===== src/rtl/core/ihex_pkg.sv =====
// shared types and constants of the hex record parser
package ihex_pkg;

    // character and digit decoding
    localparam logic [7:0] CHAR_COLON     = 8'h3A;
    localparam logic [7:0] DIGIT_LOW_MASK = 8'h0F;
    localparam logic [7:0] DIGIT_ALPHA    = 8'h40;
    localparam logic [4:0] DIGIT_ALPHA_ADJ = 5'd9;
    localparam logic [7:0] BYTE_MASK      = 8'hFF;

    // positions inside a line, counted from the colon
    localparam int unsigned POS_W = 10;
    localparam logic [POS_W-1:0] POS_MAX        = 10'd1023;
    localparam logic [POS_W-1:0] POS_START      = 10'd0;
    localparam logic [POS_W-1:0] POS_COUNT_DONE = 10'd2;
    localparam logic [POS_W-1:0] POS_ADDR_DONE  = 10'd6;
    localparam logic [POS_W-1:0] POS_TYPE_DONE  = 10'd8;
    localparam logic [POS_W-1:0] POS_DATA_FIRST = 10'd9;
    localparam logic [POS_W-1:0] POS_BASE_DONE  = 10'd12;
    localparam logic [POS_W-1:0] LEN_HEADER     = 10'd9;
    localparam logic [POS_W-1:0] LEN_BASE_REC   = 10'd13;
    localparam logic [POS_W-1:0] LEN_DATA_EXTRA = 10'd11;

    // record types
    localparam logic [7:0] REC_DATA     = 8'h00;
    localparam logic [7:0] REC_EOF      = 8'h01;
    localparam logic [7:0] REC_SEGMENT  = 8'h02;
    localparam logic [7:0] REC_EXTENDED = 8'h04;

    // result kinds
    localparam logic KIND_DATA   = 1'b0;
    localparam logic KIND_STATUS = 1'b1;

    // line status codes
    localparam logic [1:0] ST_OK       = 2'd0;
    localparam logic [1:0] ST_NO_COLON = 2'd1;
    localparam logic [1:0] ST_CUT_OFF  = 2'd2;
    localparam logic [1:0] ST_CHECKSUM = 2'd3;

    // result queue
    localparam int unsigned QUEUE_DEPTH = 4;
    localparam int unsigned QPTR_W      = 2;

    typedef struct packed {
        logic        kind;
        logic [31:0] byte_address;
        logic [7:0]  data_byte;
        logic [1:0]  status;
        logic [7:0]  record_type;
        logic [7:0]  byte_count;
        logic        end_seen;
        logic        last_result;
    } result_t;

endpackage


===== src/rtl/core/ihex_if.sv =====
// valid/ready channels for characters in and results out
interface ihex_char_if;
    logic       valid;
    logic       ready;
    logic [7:0] character;
    logic       line_end;

    modport source (output valid, character, line_end, input ready);
    modport sink   (input valid, character, line_end, output ready);
endinterface

interface ihex_result_if;
    logic        valid;
    logic        ready;
    logic        kind;
    logic [31:0] byte_address;
    logic [7:0]  data_byte;
    logic [1:0]  status;
    logic [7:0]  record_type;
    logic [7:0]  byte_count;
    logic        end_seen;
    logic        last_result;

    modport source (output valid, kind, byte_address, data_byte, status, record_type,
                    byte_count, end_seen, last_result, input ready);
    modport sink   (input valid, kind, byte_address, data_byte, status, record_type,
                    byte_count, end_seen, last_result, output ready);
endinterface


===== src/rtl/core/ihex_result_fifo.sv =====
// small result queue, up to two writes and one read per cycle
module ihex_result_fifo (
    input  logic              clk,
    input  logic              rst_n,
    input  logic [1:0]        wr_count,
    input  ihex_pkg::result_t wr_first,
    input  ihex_pkg::result_t wr_second,
    input  logic              rd_en,
    output ihex_pkg::result_t rd_data,
    output logic              rd_valid,
    output logic              has_room
);
    import ihex_pkg::*;

    result_t           mem_reg [QUEUE_DEPTH];
    logic [QPTR_W-1:0] wr_ptr_reg;
    logic [QPTR_W-1:0] wr_ptr_next;
    logic [QPTR_W-1:0] wr_ptr_plus1;
    logic [QPTR_W-1:0] rd_ptr_reg;
    logic [QPTR_W-1:0] rd_ptr_next;
    logic [QPTR_W:0]   level_reg;
    logic [QPTR_W:0]   level_next;
    logic              pop;

    // status towards both sides
    assign rd_valid = (level_reg != '0);
    assign has_room = (level_reg <= (QPTR_W+1)'(QUEUE_DEPTH - 2));
    assign rd_data  = mem_reg[rd_ptr_reg];
    assign pop      = rd_en & rd_valid;

    // pointer and fill level arithmetic
    always_comb
    begin
        wr_ptr_plus1 = wr_ptr_reg + 1'b1;
        wr_ptr_next  = wr_ptr_reg + QPTR_W'(wr_count);
        rd_ptr_next  = rd_ptr_reg + QPTR_W'(pop);
        level_next   = level_reg + (QPTR_W+1)'(wr_count) - (QPTR_W+1)'(pop);
    end

    // control registers
    always_ff @(posedge clk or negedge rst_n)
    begin
        if (!rst_n)
        begin
            wr_ptr_reg <= '0;
            rd_ptr_reg <= '0;
            level_reg  <= '0;
        end
        else
        begin
            wr_ptr_reg <= wr_ptr_next;
            rd_ptr_reg <= rd_ptr_next;
            level_reg  <= level_next;
        end
    end

    // storage, first beat at the write pointer, second just after it
    always_ff @(posedge clk)
    begin
        if (wr_count != 2'd0)
        begin
            mem_reg[wr_ptr_reg] <= wr_first;
        end
        if (wr_count == 2'd2)
        begin
            mem_reg[wr_ptr_plus1] <= wr_second;
        end
    end

endmodule


===== src/rtl/core/intel_hex_record_parser.sv =====
// Intel HEX record parser: takes one character per cycle while the result queue has room
// and returns data bytes and a status beat per line. A character is decoded in the cycle
// it is accepted and its results are registered in the result queue. Every character that
// yields at most one result can follow the previous one in the next cycle; the last
// character of a data line that ends on the second digit of a data byte (a line cut off
// before its checksum) yields two beats, and the result queue (four entries) then drains
// at one beat per cycle while the result channel is ready, so input stalls only when the
// queue holds more than two beats. No clearing pass follows reset.
module intel_hex_record_parser (
    input  logic           clk,
    input  logic           rst_n,
    ihex_char_if.sink      chars,
    ihex_result_if.source  results
);
    import ihex_pkg::*;

    logic             accept;
    logic             queue_room;
    logic [1:0]       wr_count;
    result_t          wr_first;
    result_t          wr_second;
    result_t          head;
    logic             head_valid;

    // per-line and persistent state
    logic [POS_W-1:0] pos_reg,   pos_next;
    logic             failed_reg, failed_next;
    logic [7:0]       count_reg, count_next;
    logic [15:0]      addr_reg,  addr_next;
    logic [7:0]       type_reg,  type_next;
    logic [7:0]       sum_reg,   sum_next;
    logic [15:0]      acc_reg,   acc_next;
    logic [15:0]      seg_reg,   seg_next;
    logic [15:0]      ext_reg,   ext_next;
    logic [7:0]       index_reg, index_next;
    logic             end_reg,   end_next;

    // step working values
    logic [4:0]       digit;
    logic [15:0]      acc_shift;
    logic [POS_W-1:0] pos_off;
    logic [POS_W-2:0] pair;
    logic [7:0]       pair_byte;
    logic [POS_W-1:0] data_len;
    logic [31:0]      base_addr;
    logic             emit_data;
    logic [1:0]       line_status;
    result_t          data_res;
    result_t          status_res;

    assign accept      = chars.valid & chars.ready;
    assign chars.ready = queue_room;

    // digit value and shifted field accumulator
    always_comb
    begin
        digit = 5'(chars.character & DIGIT_LOW_MASK)
              + (((chars.character & DIGIT_ALPHA) != 8'h00) ? DIGIT_ALPHA_ADJ : 5'd0);
        acc_shift = {acc_reg[11:0], 4'b0000} | 16'(digit);
        pos_off   = pos_reg - POS_DATA_FIRST;
        pair      = pos_off[POS_W-1:1];
        pair_byte = acc_shift[7:0] & BYTE_MASK;
        base_addr = {12'h000, seg_reg, 4'h0} + {ext_reg, 16'h0000}
                  + {16'h0000, addr_reg} + {24'h000000, index_reg};
    end

    // record decode for one character
    always_comb
    begin
        pos_next    = pos_reg;
        failed_next = failed_reg;
        count_next  = count_reg;
        addr_next   = addr_reg;
        type_next   = type_reg;
        sum_next    = sum_reg;
        acc_next    = acc_reg;
        seg_next    = seg_reg;
        ext_next    = ext_reg;
        index_next  = index_reg;
        end_next    = end_reg;
        emit_data   = 1'b0;
        line_status = ST_OK;
        data_len    = 10'({1'b0, count_reg, 1'b0}) + LEN_DATA_EXTRA;

        if (accept)
        begin
            if (!failed_reg)
            begin
                if (pos_reg == POS_START)
                begin
                    if (chars.character != CHAR_COLON)
                    begin
                        failed_next = 1'b1;
                    end
                end
                else
                begin
                    acc_next = acc_shift;
                    if (pos_reg == POS_COUNT_DONE)
                    begin
                        count_next = acc_shift[7:0];
                        sum_next   = sum_reg + acc_shift[7:0];
                        acc_next   = '0;
                    end
                    else if (pos_reg == POS_ADDR_DONE)
                    begin
                        addr_next = acc_shift;
                        sum_next  = sum_reg + acc_shift[7:0] + acc_shift[15:8];
                        acc_next  = '0;
                    end
                    else if (pos_reg == POS_TYPE_DONE)
                    begin
                        type_next = acc_shift[7:0];
                        sum_next  = sum_reg + acc_shift[7:0];
                        acc_next  = '0;
                        if (acc_shift[7:0] == REC_EOF)
                        begin
                            end_next = 1'b1;
                        end
                    end
                    else if (pos_reg > POS_TYPE_DONE)
                    begin
                        if (type_reg == REC_DATA)
                        begin
                            // second digit of a byte pair
                            if (pos_off[0])
                            begin
                                acc_next = '0;
                                if (pair < (POS_W-1)'(count_reg))
                                begin
                                    sum_next   = sum_reg + pair_byte;
                                    index_next = index_reg + 8'd1;
                                    emit_data  = 1'b1;
                                end
                                else if (pair == (POS_W-1)'(count_reg))
                                begin
                                    sum_next = sum_reg + pair_byte;
                                end
                            end
                        end
                        else if (pos_reg == POS_BASE_DONE)
                        begin
                            if (type_reg == REC_SEGMENT)
                            begin
                                seg_next = acc_shift;
                            end
                            else if (type_reg == REC_EXTENDED)
                            begin
                                ext_next = acc_shift;
                            end
                            acc_next = '0;
                        end
                    end
                end
            end

            // saturating position count
            if (pos_reg != POS_MAX)
            begin
                pos_next = pos_reg + 10'd1;
            end

            // line status from the state after this character
            data_len = 10'({1'b0, count_next, 1'b0}) + LEN_DATA_EXTRA;
            if (failed_next)
            begin
                line_status = ST_NO_COLON;
            end
            else if (pos_next < LEN_HEADER)
            begin
                line_status = ST_CUT_OFF;
            end
            else if (type_next == REC_DATA)
            begin
                if (pos_next < data_len)
                begin
                    line_status = ST_CUT_OFF;
                end
                else if (sum_next != 8'h00)
                begin
                    line_status = ST_CHECKSUM;
                end
            end
            else if (type_next == REC_SEGMENT || type_next == REC_EXTENDED)
            begin
                if (pos_next < LEN_BASE_REC)
                begin
                    line_status = ST_CUT_OFF;
                end
            end
        end

        // result beats
        data_res.kind         = KIND_DATA;
        data_res.byte_address = base_addr;
        data_res.data_byte    = pair_byte;
        data_res.status       = ST_OK;
        data_res.record_type  = type_next;
        data_res.byte_count   = count_next;
        data_res.end_seen     = end_next;
        data_res.last_result  = ~chars.line_end;

        status_res.kind         = KIND_STATUS;
        status_res.byte_address = '0;
        status_res.data_byte    = '0;
        status_res.status       = line_status;
        status_res.record_type  = type_next;
        status_res.byte_count   = count_next;
        status_res.end_seen     = end_next;
        status_res.last_result  = 1'b1;

        // line end clears the per-line state
        if (accept && chars.line_end)
        begin
            pos_next    = '0;
            failed_next = 1'b0;
            count_next  = '0;
            addr_next   = '0;
            type_next   = '0;
            sum_next    = '0;
            acc_next    = '0;
            index_next  = '0;
        end
    end

    // beats pushed into the result queue
    always_comb
    begin
        wr_count  = 2'(emit_data) + 2'(accept & chars.line_end);
        wr_first  = emit_data ? data_res : status_res;
        wr_second = status_res;
    end

    // state registers
    always_ff @(posedge clk or negedge rst_n)
    begin
        if (!rst_n)
        begin
            pos_reg    <= '0;
            failed_reg <= 1'b0;
            count_reg  <= '0;
            addr_reg   <= '0;
            type_reg   <= '0;
            sum_reg    <= '0;
            acc_reg    <= '0;
            seg_reg    <= '0;
            ext_reg    <= '0;
            index_reg  <= '0;
            end_reg    <= 1'b0;
        end
        else
        begin
            pos_reg    <= pos_next;
            failed_reg <= failed_next;
            count_reg  <= count_next;
            addr_reg   <= addr_next;
            type_reg   <= type_next;
            sum_reg    <= sum_next;
            acc_reg    <= acc_next;
            seg_reg    <= seg_next;
            ext_reg    <= ext_next;
            index_reg  <= index_next;
            end_reg    <= end_next;
        end
    end

    // result queue and output side
    ihex_result_fifo u_queue (
        .clk       (clk),
        .rst_n     (rst_n),
        .wr_count  (wr_count),
        .wr_first  (wr_first),
        .wr_second (wr_second),
        .rd_en     (results.ready),
        .rd_data   (head),
        .rd_valid  (head_valid),
        .has_room  (queue_room)
    );

    assign results.valid        = head_valid;
    assign results.kind         = head.kind;
    assign results.byte_address = head.byte_address;
    assign results.data_byte    = head.data_byte;
    assign results.status       = head.status;
    assign results.record_type  = head.record_type;
    assign results.byte_count   = head.byte_count;
    assign results.end_seen     = head.end_seen;
    assign results.last_result  = head.last_result;

`ifndef NO_ASSERTIONS
    // every accepted line end queues a status beat
    a_line_end_status : assert property (@(posedge clk) disable iff (!rst_n)
        (accept && chars.line_end) |-> (wr_count != 2'd0))
        else $error("line end accepted without a status beat");

    // a line end restarts the position count
    a_line_restart : assert property (@(posedge clk) disable iff (!rst_n)
        (accept && chars.line_end) |=> (pos_reg == POS_START))
        else $error("position not cleared after line end");

    // two beats only from a line end character
    a_two_beats : assert property (@(posedge clk) disable iff (!rst_n)
        (wr_count == 2'd2) |-> (accept && chars.line_end && emit_data))
        else $error("two beats queued without a data line end");

    // the end-of-file flag is sticky
    a_end_sticky : assert property (@(posedge clk) disable iff (!rst_n)
        !$fell(end_reg))
        else $error("end-of-file flag dropped");
`endif

endmodule

===== src/flat_wrapper.sv =====
// flat-port wrapper written by rule: the top's interface ports become plain ports
module intel_hex_record_parser_flat import ihex_pkg::*;
  (clk, rst_n, chars_valid, chars_character, chars_line_end, chars_ready, results_valid, results_kind, results_byte_address, results_data_byte, results_status, results_record_type, results_byte_count, results_end_seen, results_last_result, results_ready);
  ihex_char_if chars_i ();
  ihex_result_if results_i ();
  input  logic clk;
  input  logic rst_n;
  input wire logic [$bits(chars_i.valid)-1:0] chars_valid;
  input wire logic [$bits(chars_i.character)-1:0] chars_character;
  input wire logic [$bits(chars_i.line_end)-1:0] chars_line_end;
  output wire logic [$bits(chars_i.ready)-1:0] chars_ready;
  output wire logic [$bits(results_i.valid)-1:0] results_valid;
  output wire logic [$bits(results_i.kind)-1:0] results_kind;
  output wire logic [$bits(results_i.byte_address)-1:0] results_byte_address;
  output wire logic [$bits(results_i.data_byte)-1:0] results_data_byte;
  output wire logic [$bits(results_i.status)-1:0] results_status;
  output wire logic [$bits(results_i.record_type)-1:0] results_record_type;
  output wire logic [$bits(results_i.byte_count)-1:0] results_byte_count;
  output wire logic [$bits(results_i.end_seen)-1:0] results_end_seen;
  output wire logic [$bits(results_i.last_result)-1:0] results_last_result;
  input wire logic [$bits(results_i.ready)-1:0] results_ready;
  assign chars_i.valid = chars_valid;
  assign chars_i.character = chars_character;
  assign chars_i.line_end = chars_line_end;
  assign chars_ready = chars_i.ready;
  assign results_valid = results_i.valid;
  assign results_kind = results_i.kind;
  assign results_byte_address = results_i.byte_address;
  assign results_data_byte = results_i.data_byte;
  assign results_status = results_i.status;
  assign results_record_type = results_i.record_type;
  assign results_byte_count = results_i.byte_count;
  assign results_end_seen = results_i.end_seen;
  assign results_last_result = results_i.last_result;
  assign results_i.ready = results_ready;
  intel_hex_record_parser u_core (.clk(clk), .rst_n(rst_n), .chars(chars_i), .results(results_i));
endmodule

===== config.mk =====
export PLATFORM = sky130hd
export DESIGN_NAME = intel_hex_record_parser_flat
export DESIGN_NICKNAME = d
export VERILOG_FILES = /design/src/rtl/core/ihex_pkg.sv /design/src/rtl/core/ihex_if.sv /design/src/rtl/core/ihex_result_fifo.sv /design/src/rtl/core/intel_hex_record_parser.sv /design/src/flat_wrapper.sv
export SDC_FILE = /design/constraint.sdc
export NUM_CORES = 1
export LEC_CHECK = 0
export ABC_AREA = 1
export BUFFER_PORTS_ARGS = -buffer_cell sky130_fd_sc_hd__buf_2
export CELL_PAD_IN_SITES_DETAIL_PLACEMENT = 1
export CELL_PAD_IN_SITES_GLOBAL_PLACEMENT = 1
export CORE_ASPECT_RATIO = 1.5
export CORE_MARGIN = 2
export CORE_UTILIZATION = 36
export DETAILED_ROUTE_END_ITERATION = 10
export PLACE_DENSITY = 0.65
export SLEW_MARGIN = 10
export SYNTH_ARGS = -nofsm -noshare
export SYNTH_HDL_FRONTEND = slang
export SYNTH_SLANG_ARGS = --single-unit

===== constraint.sdc =====
create_clock -name clk -period 10.5 [get_ports clk]
set_input_delay 0.525 -clock clk [delete_from_list [all_inputs] [get_ports clk]]
set_output_delay 0.525 -clock clk [all_outputs]
set_load 0.01 [all_outputs]

==> results of run 1 <==
-- cells by family after synthesis --
kind of cell    after synthesis  synth area share
xor+xnor                     38            0.0190
mux                           1          0.000558
simple gates                844             0.199
fa+ha+maj                    91            0.0668
compound gates              602             0.182
flops                       355             0.469
buf+inv                     295            0.0636
-- layout make-up --
type	instances	area [um2]	area share
clock buffers	56	1100	0.0545
clock inverters	16	185	0.00917
inverters	186	701	0.0347
multi-input cells	1576	8390	0.416
flip-flops and latches	355	8430	0.417
well taps	663	830	0.0411
repair buffers	99	558	0.0276
-- path summary, 6_finish.rpt --
| path | startpoint | to | slack (ps) |
|---|---|---|---|
| setup reg to reg | u_core.pos_reg[1]$_DFFE_PN0P_ | u_core.u_queue.mem_reg[2][52]$_SDFFE_PP0P_ | 4490 |
| setup / recovery | u_core.pos_reg[1]$_DFFE_PN0P_ | u_core.u_queue.mem_reg[2][52]$_SDFFE_PP0P_ | 4490 |
| hold / removal | rst_n | u_core.count_reg[7]$_DFF_PN0_ | 30 |
| min in group clk | u_core.u_queue.mem_reg[1][42]$_SDFFE_PP0P_ | u_core.u_queue.mem_reg[1][42]$_SDFFE_PP0P_ | 450 |
| hold reg to reg | u_core.u_queue.mem_reg[1][42]$_SDFFE_PP0P_ | u_core.u_queue.mem_reg[1][42]$_SDFFE_PP0P_ | 450 |
| max in group asynchronous | rst_n | u_core.seg_reg[14]$_DFFE_PN0P_ | 9120 |
-- per-layer routing --
| metal | track usage | wire (um) | vias to the layer above | part of all wire |
|---|---|---|---|---|
| met5 | 0 | 0 | - | 0 |
| met4 | 0.0697 | 1630 | 0 | 0.028 |
| met3 | 0.0197 | 1420 | 85 | 0.024 |
| met2 | 0.420 | 30200 | 219 | 0.52 |
| met1 | 0.273 | 25000 | 7750 | 0.43 |
| li1 | - | - | 7570 | - |
-- layout by cell type (no fill, tap or decap), types with 5 or more instances in the layout --
master     count
or2_2          6
o21a_1         5
xnor2_1        8
nand2_2        8
clkbuf_16     40
nor3_1        29
xor2_1        29
nand3b_1       5
fa_1           8
o21ai_1       20
o21ai_0      369
clkinv_2       7
buf_4         25
edfxtp_1      76
dfxtp_1      168
nor2_2         5
o32ai_1        8
inv_1        169
a21oi_1       79
nand3_1       62
nand4_1       16
dfrtp_1      109
ha_1          83
nor2_1       286
nand2_1      404
o31ai_1        5
o22ai_1       87
inv_2         13
clkbuf_1      12
buf_2         74
-- report_power, final --
part	switching, mW	internal (mW)
clock	0.596	0.812
sequential	0.161	1.57
combinational	1.86	0.857
-- metrics by stage --
| stage | setup slack, ps | instance area [um2] | hold WS [ps] |
|---|---|---|---|
| after floorplan | 6370 | 17900 | 229 |
| after global placement | 4610 | 18900 | 433 |
| after detailed placement | 4440 | 18900 | 440 |
| after CTS | 4410 | 20200 | 60.7 |
| after global routing | 3980 | 20200 | 95.8 |
| final | 4490 | 20200 | 29.9 |
==> key figures, run 1 <==
Global route
  – Global-route wire length before repair: 93100 um
  – Initial antenna violation count: 0
  – Vias in the first global route: approximately 16000
  – Gr usage total: 0.226
  – GR Overflow Total: 0
  – Pin count of the biggest net entering global routing: 86

STA
  – Worst-Margin Slew: 1180 ps
  – RSZ-0062 raised after global routing: no
  – FMAX: ~170 MHz
  – Slew Limit Headroom: 0.210
  – Final setup TNS: 0 ps
  – Final hold vios: 0
  – Final period utilization: 0.572
  – Clk_skew: 25.6 ps
  – Final setup viols: 0
  – Slew Viols, Final: 0
  – Final min period: roughly 6000 ps

Die
  – Core ar.: ~0.049 mm2
  – Initial core utilization: 0.363
  – FP Rows: 100
  – Ports: between 70 and 80
  – Die area: slightly above 0.05 mm2
  – Die Y: 277 um
  – Chip width: 186 um

CTS
  – Num CTS Buffers: 39
  – Hold buffer count at CTS: 0
  – Htree depth: 2
  – Clock Latency Late Sink: 550 ps
  – Max Root-Sink Buffers: 3
  – CTS root buffer: clkbuf_16
  – Setup Buffers After CTS: 0
  – Clock tree from TritonCTS: built
  – Num Clock Sinks: between 300 and 400
  – Clk slew on worst S/H paths: 70 ps
  – CTS resizes: 0

Route
  – Routed len/inst: between 15 and 20 um
  – Routed WL: 58300 um
  – DR pass1 iterations: 5
  – Routed vias/inst: 5.29
  – Total number of vias: between 15000 and 20000
  – DR iter-0 viols: 780
  – Post-route antenna net violation count: 0
  – DRC errors left: 0

Layout
  – Diode count: 0
  – Nets: around 2400
  – Util after Layout: 0.409
  – Max FFs per register: between 200 and 250
  – Syn-to-layout area delta: 12.5%
  – Layout cells sized above 1: 0.0944
  – Finished Layout Cells: approximately 3000
  – Fillcell total: roughly 6000

Yosys
  – Yosys warning count: 0
  – Main area contributors after synthesis: dfxtp_1, dfrtp_1, edfxtp_1
  – Synth async-reset ratio: 0.313
  – Post-synth top area cell: dfxtp_1
  – Syn Inst Count: roughly 2200
  – Post-synth top cells: nand2_1, o21ai_0, nor2_1
  – Share of the synthesized area in the top cell type: 0.187
  – Avg Inst Size Synth: about 8.1 um2
  – EDFF count, synth: between 70 and 80
  – Top-count cell post-synth: nand2_1
  – Post-Syn Nets: ~2300
  – Cell Area, Synth: 0.0179 mm2
  – Sequential element share of the synthesized area: 0.469
  – Main synth FF type: dfxtp_1
  – Synth cell types: 59
  – Yosys reg bits: between 300 and 400

Setup path
  – CP endpoint kind: flop
  – Critical path depth in cells: 19
  – Crit start category: flop
  – CP top delay family: simple AND/OR/NAND/NOR gates
  – Crit-path cells: inv_1 -> ha_1 -> inv_1 -> nor2_8 -> nand2_2 -> clkinv_2 -> a21oi_1 -> nand2_1 -> nor3_2 -> nand2_2 -> inv_2 -> ha_1 -> inv_1 -> nor3_1 -> inv_1 -> nand2_1 -> inv_2 -> buf_4 -> a32o_1
  – Crit path largest cell delay: 720 ps
  – R2R cell count: 19
  – Setup Crit Path Kind: reg -> reg
  – Required time of the worst setup path: about 11000 ps
  – Slowest-stage cell, CP: nand2_1
  – Cell repeated most along the worst path: inv_1
  – Crit path buf inv count: 8
  – Critical Path AT: between 6000 and 7000 ps
  – CP max FO: 38

Run
  – Max_cap viols: 0

Pwr
  – P_leak: ~8.5 nW
  – Pwr Total: between 5 and 6 mW
  – Maximum vdd drop: around 120 uV
  – PD cells: 290 mW/mm2

Placed design
  – Buffers on Ports: 75
  – GP Congestion: between 0.8 and 0.9
  – Detailed Place HPWL: ~40000 um
  – Number of instances in the placed design: about 2900

Worst hold path
  – Type of the most critical hold path: in -> async

Run status
  – Status: finished, final reports clean
Power figures use the tool's default switching activity.
==> inputs of run 2 (changes only) <==
- clock period: 10.5 -> 5.85 ns (I/O delays scaled with it)
==> run 2 against run 1 <==
- non-clock buffer count up 4
- fmax up 17%
- clock power up 78%
- sequential share of layout area down 0.078 points
- wire length up 1.7%
- via count up 0.50%
- sequential power up 83%
- largest power group unchanged
==> key figures, run 2 (same netlist as run 1, synthesis figures left out) <==
STA
  – Final setup viols: 0
  – Final min period: 5140 ps
  – Final hold vios: 0
  – Setup WS post-layout: ~700 ps
  – Final setup TNS: 0 ps
  – Slew Limit Headroom: 0.272
  – Worst-Margin Slew: approximately 1100 ps
  – Final period utilization: 0.879
  – Clk_skew: roughly 9 ps
  – FMAX: between 150 and 200 MHz
  – Slew Viols, Final: 0
  – RSZ-0062 raised after global routing: no

Layout
  – Syn-to-layout area delta: 12.7%
  – Diode count: 0
  – Max FFs per register: ~240
  – Most common cell after layout, fill and taps aside: nand2_1
  – Nets: ~2400
  – Most frequent cells in the layout: nand2_1, o21ai_0, nor2_1
  – Layout cells sized above 1: 0.0948

Global route
  – Pin count of the biggest net entering global routing: slightly above 80
  – Global-route wire length before repair: around 95000 um
  – GR Overflow Total: 0
  – Vias in the first global route: about 17000
  – Initial antenna violation count: 0
  – Gr usage total: 0.230

Die
  – Core ar.: around 0.049 mm2
  – Chip width: ~190 um
  – Ports: 76
  – FP Rows: 100
  – Die area: between 0.05 and 0.06 mm2
  – Die Y: between 200 and 300 um
  – Initial core utilization: 0.363

Route
  – Routed vias/inst: 5.32
  – Routed len/inst: 20.1 um
  – DR iter-0 viols: 853
  – DRC errors left: 0
  – Routed WL: between 50000 and 60000 um
  – Post-route antenna net violation count: 0
  – DR pass1 iterations: 5
  – Total number of vias: about 16000

Pwr
  – P_leak: about 8.5 nW
  – PD cells: between 500 and 600 mW/mm2
  – Maximum vdd drop: 270 uV

Worst hold path
  – HP Start: chars_line_end
  – Type of the most critical hold path: in -> reg
  – Hold Crit Endpoint: u_core.u_queue.mem_reg[0][0]$_SDFFE_PP1P_
  – Hold path depth: 4

CTS
  – Clock tree from TritonCTS: built
  – Num Clock Sinks: around 360
  – Htree depth: 2
  – CTS root buffer: clkbuf_16
  – Clk slew on worst S/H paths: ~60 ps
  – Max Root-Sink Buffers: 3
  – Num CTS Buffers: 38
  – Clock Latency Late Sink: roughly 540 ps
  – Setup Buffers After CTS: 0

Placed design
  – Detailed Place HPWL: ~41000 um
  – Buffers on Ports: 75
  – GP Congestion: 0.857
  – Dpl ws: approximately 640 ps

Setup path
  – Crit-path cells: inv_2 -> ha_1 -> nand2_1 -> nor3_4 -> inv_2 -> nor3_4 -> inv_2 -> o21ai_1 -> ha_1 -> or2_0 -> nand2_1 -> inv_1 -> nand3_1 -> nand3b_1 -> ha_1 -> nand4_1 -> nor3_1 -> o21ai_0 -> o2111ai_1 -> nand3_1 -> nand2_1 -> nand2_1 -> nand2_1 -> nor2_1
  – Capturing point of the worst reg2reg path: u_core.u_queue.mem_reg[0][19]$_DFFE_PP_
  – Crit. Startpoint: u_core.pos_reg[0]$_DFFE_PN0P_
  – Slowest-stage cell, CP: nor3_4
  – R2R cell count: 24
  – Worst reg2reg setup slack: approximately 710 ps
  – CP endpoint kind: flop
  – Crit path largest cell delay: approximately 580 ps
  – FF-to-FF Start: u_core.pos_reg[0]$_DFFE_PN0P_
  – CP max FO: 16
  – Critical Path AT: roughly 5400 ps
  – Setup Crit Path Kind: reg -> reg
  – Required time of the worst setup path: 6120 ps
  – Crit start category: flop
  – Cell repeated most along the worst path: nand2_1

Run
  – Max_cap viols: 0

Run status
  – Status: finished, final reports clean
[run 2: cell types whose count changed in the layout (fill, tap and decap cells not counted), moves of 2 or more]
| cell | change |
|---|---|
| buf_4 | +3 |
| clkbuf_8 | +2 |
| clkinv_1 | -2 |
| clkinv_2 | -3 |
| inv_6 | -2 |
[run 2: metal layers]
layer | routed length, um | global-route usage
met1 | 24900 | 0.269
met2 | 31200 | 0.439
met3 | 1610 | 0.0234
met4 | 1570 | 0.0689
met5 | 0 | 0
[run 2: layout make-up]
type	instances	area, um2
clock buffers	59	1130
clock inverters	10	159
fillers	5955	29200
inverters	186	701
multi-input cells	1576	8390
flip-flops and latches	355	8430
well taps	663	830
repair buffers	103	591
[run 2: where the power goes]
part	total (mW)	switching (mW)	internal, mW
Clock	2.51	1.04	1.48
Sequential	3.16	0.355	2.81
Combinational	4.93	3.38	1.55
[run 2: worst max path at each step]
stage,endpoint,slack (ps),depth (start not counted)
4_1_cts,u_core.u_queue.mem_reg[0][19]$_DFFE_PP_,600,24
2_1_floorplan,u_core.u_queue.mem_reg[1][12]$_DFFE_PP_,1770,26
3_3_place_gp,u_core.u_queue.mem_reg[3][19]$_DFFE_PP_,780,24
3_5_place_dp,u_core.u_queue.mem_reg[1][19]$_DFFE_PP_,640,24
6_report,u_core.u_queue.mem_reg[0][19]$_DFFE_PP_,710,24
5_1_grt,u_core.u_queue.mem_reg[0][19]$_DFFE_PP_,200,24
[run 2: worst max-delay path: cells and delay by family (launching register included)]
family          cells  cell delay, ps
compound gates      3             770
buf+inv             4             610
simple gates       14            2290
flops               1             410
fa+ha+maj           3             810
[run 2: what timing repair did]
action,4_1_cts,5_1_grt
hold buffers,1,0
hold endpoints to repair,69,0
resized for setup,0,0
[run 2: stage by stage]
step	area, um2	power, mW	hold slack (ps)	util	cells
after floorplan	17900	6.39	-3.09	-	2226
after global placement	18900	8.04	434	0.383	2882
after detailed placement	18900	8.18	440	0.383	2882
after CTS	20200	10.7	185	0.409	2952
after global routing	20200	11.4	224	0.409	2952
final	20200	10.6	200	0.409	2952
==> inputs of run 3 (changes only) <==
- CORE_MARGIN: 2 -> default
- CTS_BUF_LIST: default -> sky130_fd_sc_hd__clkbuf_16
- SLEW_MARGIN: 10 -> default
==> run 3 against run 2 <==
- final cell count hardly changed
- non-clock buffer count is 5 higher
- count of clock-buffer cells in the layout is 18 lower
- wire length is 0.62% lower
- utilization is 0.47 points higher
- sequential power is 2% lower
- clock skew is 21 ps higher
- global-route usage is 0.46 points higher
- critical path depth stayed put
- combinational power is 2% higher
- via count is 0.47% higher
- setup slack better by 160 ps
- critical path type unchanged
==> key figures, run 3 (same netlist as run 1, synthesis figures left out) <==
CTS
  – Num Clock Sinks: ~360
  – Setup Buffers After CTS: 0
  – CTS root buffer: clkbuf_16
  – Hold buffer count at CTS: 1
  – Clock tree from TritonCTS: built
  – Max Root-Sink Buffers: 3
  – Clock Latency Late Sink: approximately 560 ps
  – CTS resizes: 0
  – Htree depth: 2
  – Num CTS Buffers: 39
  – Clk slew on worst S/H paths: about 70 ps

Layout
  – Syn-to-layout area delta: 12.9%
  – Most common cell after layout, fill and taps aside: nand2_1
  – Diode count: 0
  – Fillcell total: slightly below 6000
  – Most frequent cells in the layout: nand2_1, o21ai_0, nor2_1
  – Finished Layout Cells: slightly below 3000
  – Max FFs per register: about 240
  – Nets: between 2000 and 2500
  – Layout cells sized above 1: 0.0976

Route
  – DR iter-0 viols: roughly 780
  – Total number of vias: between 15000 and 20000
  – DRC errors left: 0
  – Routed vias/inst: between 5 and 6
  – Routed WL: 58900 um
  – DR pass1 iterations: 4
  – Post-route antenna net violation count: 0
  – Routed len/inst: around 20 um

STA
  – Hold WS: 158 ps
  – Final setup TNS: 0 ps
  – RSZ-0062 raised after global routing: no
  – Final min period: between 4000 and 5000 ps
  – Final setup viols: 0
  – Slew Viols, Final: 0
  – Final hold vios: 0
  – Clk_skew: around 30 ps
  – Slew Limit Headroom: 0.265
  – Setup WS post-layout: 875 ps
  – Worst-Margin Slew: about 1100 ps
  – FMAX: between 200 and 250 MHz
  – Final period utilization: 0.850

Global route
  – GR Overflow Total: 0
  – Gr usage total: 0.235
  – Pin count of the biggest net entering global routing: between 90 and 100
  – Vias in the first global route: 16300
  – Global-route wire length before repair: 92400 um
  – Initial antenna violation count: 0

Worst hold path
  – Type of the most critical hold path: in -> reg
  – HP Start: chars_line_end

Pwr
  – P_leak: between 8 and 9 nW
  – Sw frac: 0.455
  – Net Switching: about 4.8 mW
  – Cell internal pwr: between 5 and 6 mW
  – PD cells: between 500 and 600 mW/mm2
  – Maximum vdd drop: a little under 300 uV
  – Seq pwr share: 0.292
  – Clock power frac: 0.232
  – Logic pwr share: 0.476

Setup path
  – FF-to-FF Start: u_core.pos_reg[0]$_DFFE_PN0P_
  – Slowest-stage cell, CP: nor3_4
  – Crit start category: flop
  – CP endpoint kind: flop
  – Cell repeated most along the worst path: nand2_1
  – Crit path largest cell delay: 550 ps
  – Required time of the worst setup path: ~6100 ps
  – Critical Path AT: about 5300 ps
  – CP max FO: 16
  – Setup Crit Path Kind: reg -> reg
  – Crit-path cells: inv_2 -> ha_1 -> nand2_1 -> nor3_4 -> inv_2 -> nor3_4 -> inv_2 -> o21ai_1 -> ha_1 -> or2_0 -> nand2_1 -> inv_1 -> nand3_1 -> nand3b_1 -> ha_1 -> nand4_1 -> nor3_1 -> o21ai_0 -> o2111ai_1 -> nand3_1 -> nand2_1 -> nand2_1 -> nand2_1 -> nor2_1
  – Crit. Startpoint: u_core.pos_reg[0]$_DFFE_PN0P_

Placed design
  – Number of instances in the placed design: approximately 2900
  – Detailed Place HPWL: around 40000 um
  – Buffers on Ports: 75
  – Dpl ws: about 730 ps
  – GP Congestion: 0.834

Die
  – Chip width: 184 um
  – Ports: 76
  – FP Rows: about 100
  – Core ar.: around 0.049 mm2
  – Die area: around 0.051 mm2
  – Initial core utilization: 0.367
  – Die Y: ~280 um

Run status
  – Status: finished, final reports clean

Run
  – Max_cap viols: 0
[run 3: worst paths after layout]
check                                                        endpoint  slack, ps  cells past startpoint
setup / recovery              u_core.u_queue.mem_reg[0][19]$_DFFE_PP_        870                     24
hold / removal              u_core.u_queue.mem_reg[3][0]$_SDFFE_PP1P_        160                      4
setup reg to reg              u_core.u_queue.mem_reg[0][19]$_DFFE_PP_        870                     24
hold reg to reg            u_core.u_queue.mem_reg[2][28]$_SDFFE_PP0P_        450                      2
max in group asynchronous      u_core.u_queue.rd_ptr_reg[0]$_DFF_PN0_       4170                      3
min in group asynchronous               u_core.count_reg[5]$_DFF_PN0_        270                      2
[run 3: worst max-delay path, delay by kind of cell, from the launching register on]
| family | cells | cell delay [ps] |
|---|---|---|
| AO/OA/AOI/OAI | 3 | 690 |
| adder cells (fa/ha/maj) | 3 | 800 |
| buffers and inverters | 4 | 610 |
| flip-flops | 1 | 420 |
| AND/OR/NAND/NOR | 14 | 2150 |
[run 3: through the flow]
| stage | util | area, um2 | total power [mW] |
|---|---|---|---|
| 2_1_floorplan | - | 17900 | 6.39 |
| 3_3_place_gp | 0.388 | 19000 | 8.05 |
| 3_5_place_dp | 0.388 | 19000 | 8.18 |
| 4_1_cts | 0.414 | 20300 | 10.7 |
| 5_1_grt | 0.414 | 20300 | 11.3 |
| 6_report | 0.414 | 20300 | 10.6 |
[run 3: layout make-up]
| cell class | count | area (um2) | area share |
|---|---|---|---|
| clock buffers | 41 | 1030 | 0.0506 |
| clock inverters | 29 | 228 | 0.0112 |
| inverters | 186 | 701 | 0.0346 |
| multi-input cells | 1576 | 8390 | 0.414 |
| flip-flops and latches | 355 | 8430 | 0.416 |
| well taps | 656 | 821 | 0.0405 |
| repair buffers | 108 | 666 | 0.0329 |
[run 3: layer usage]
metal,global-route usage,wire length (um),vias up
met5,0,0,-
met2,0.430,30200,236
met3,0.0211,1440,93
met1,0.281,25100,7844
met4,0.0914,2170,0
li1,-,-,7603
[run 3: power groups by stage]
stage	Sequential [mW]	Clock (mW)	Combinational, mW
2_1_floorplan	3.01	0	3.38
3_3_place_gp	3.12	0	4.93
3_5_place_dp	3.13	0	5.05
4_1_cts	3.08	2.51	5.08
5_1_grt	3.12	2.60	5.58
6_report	3.09	2.46	5.03
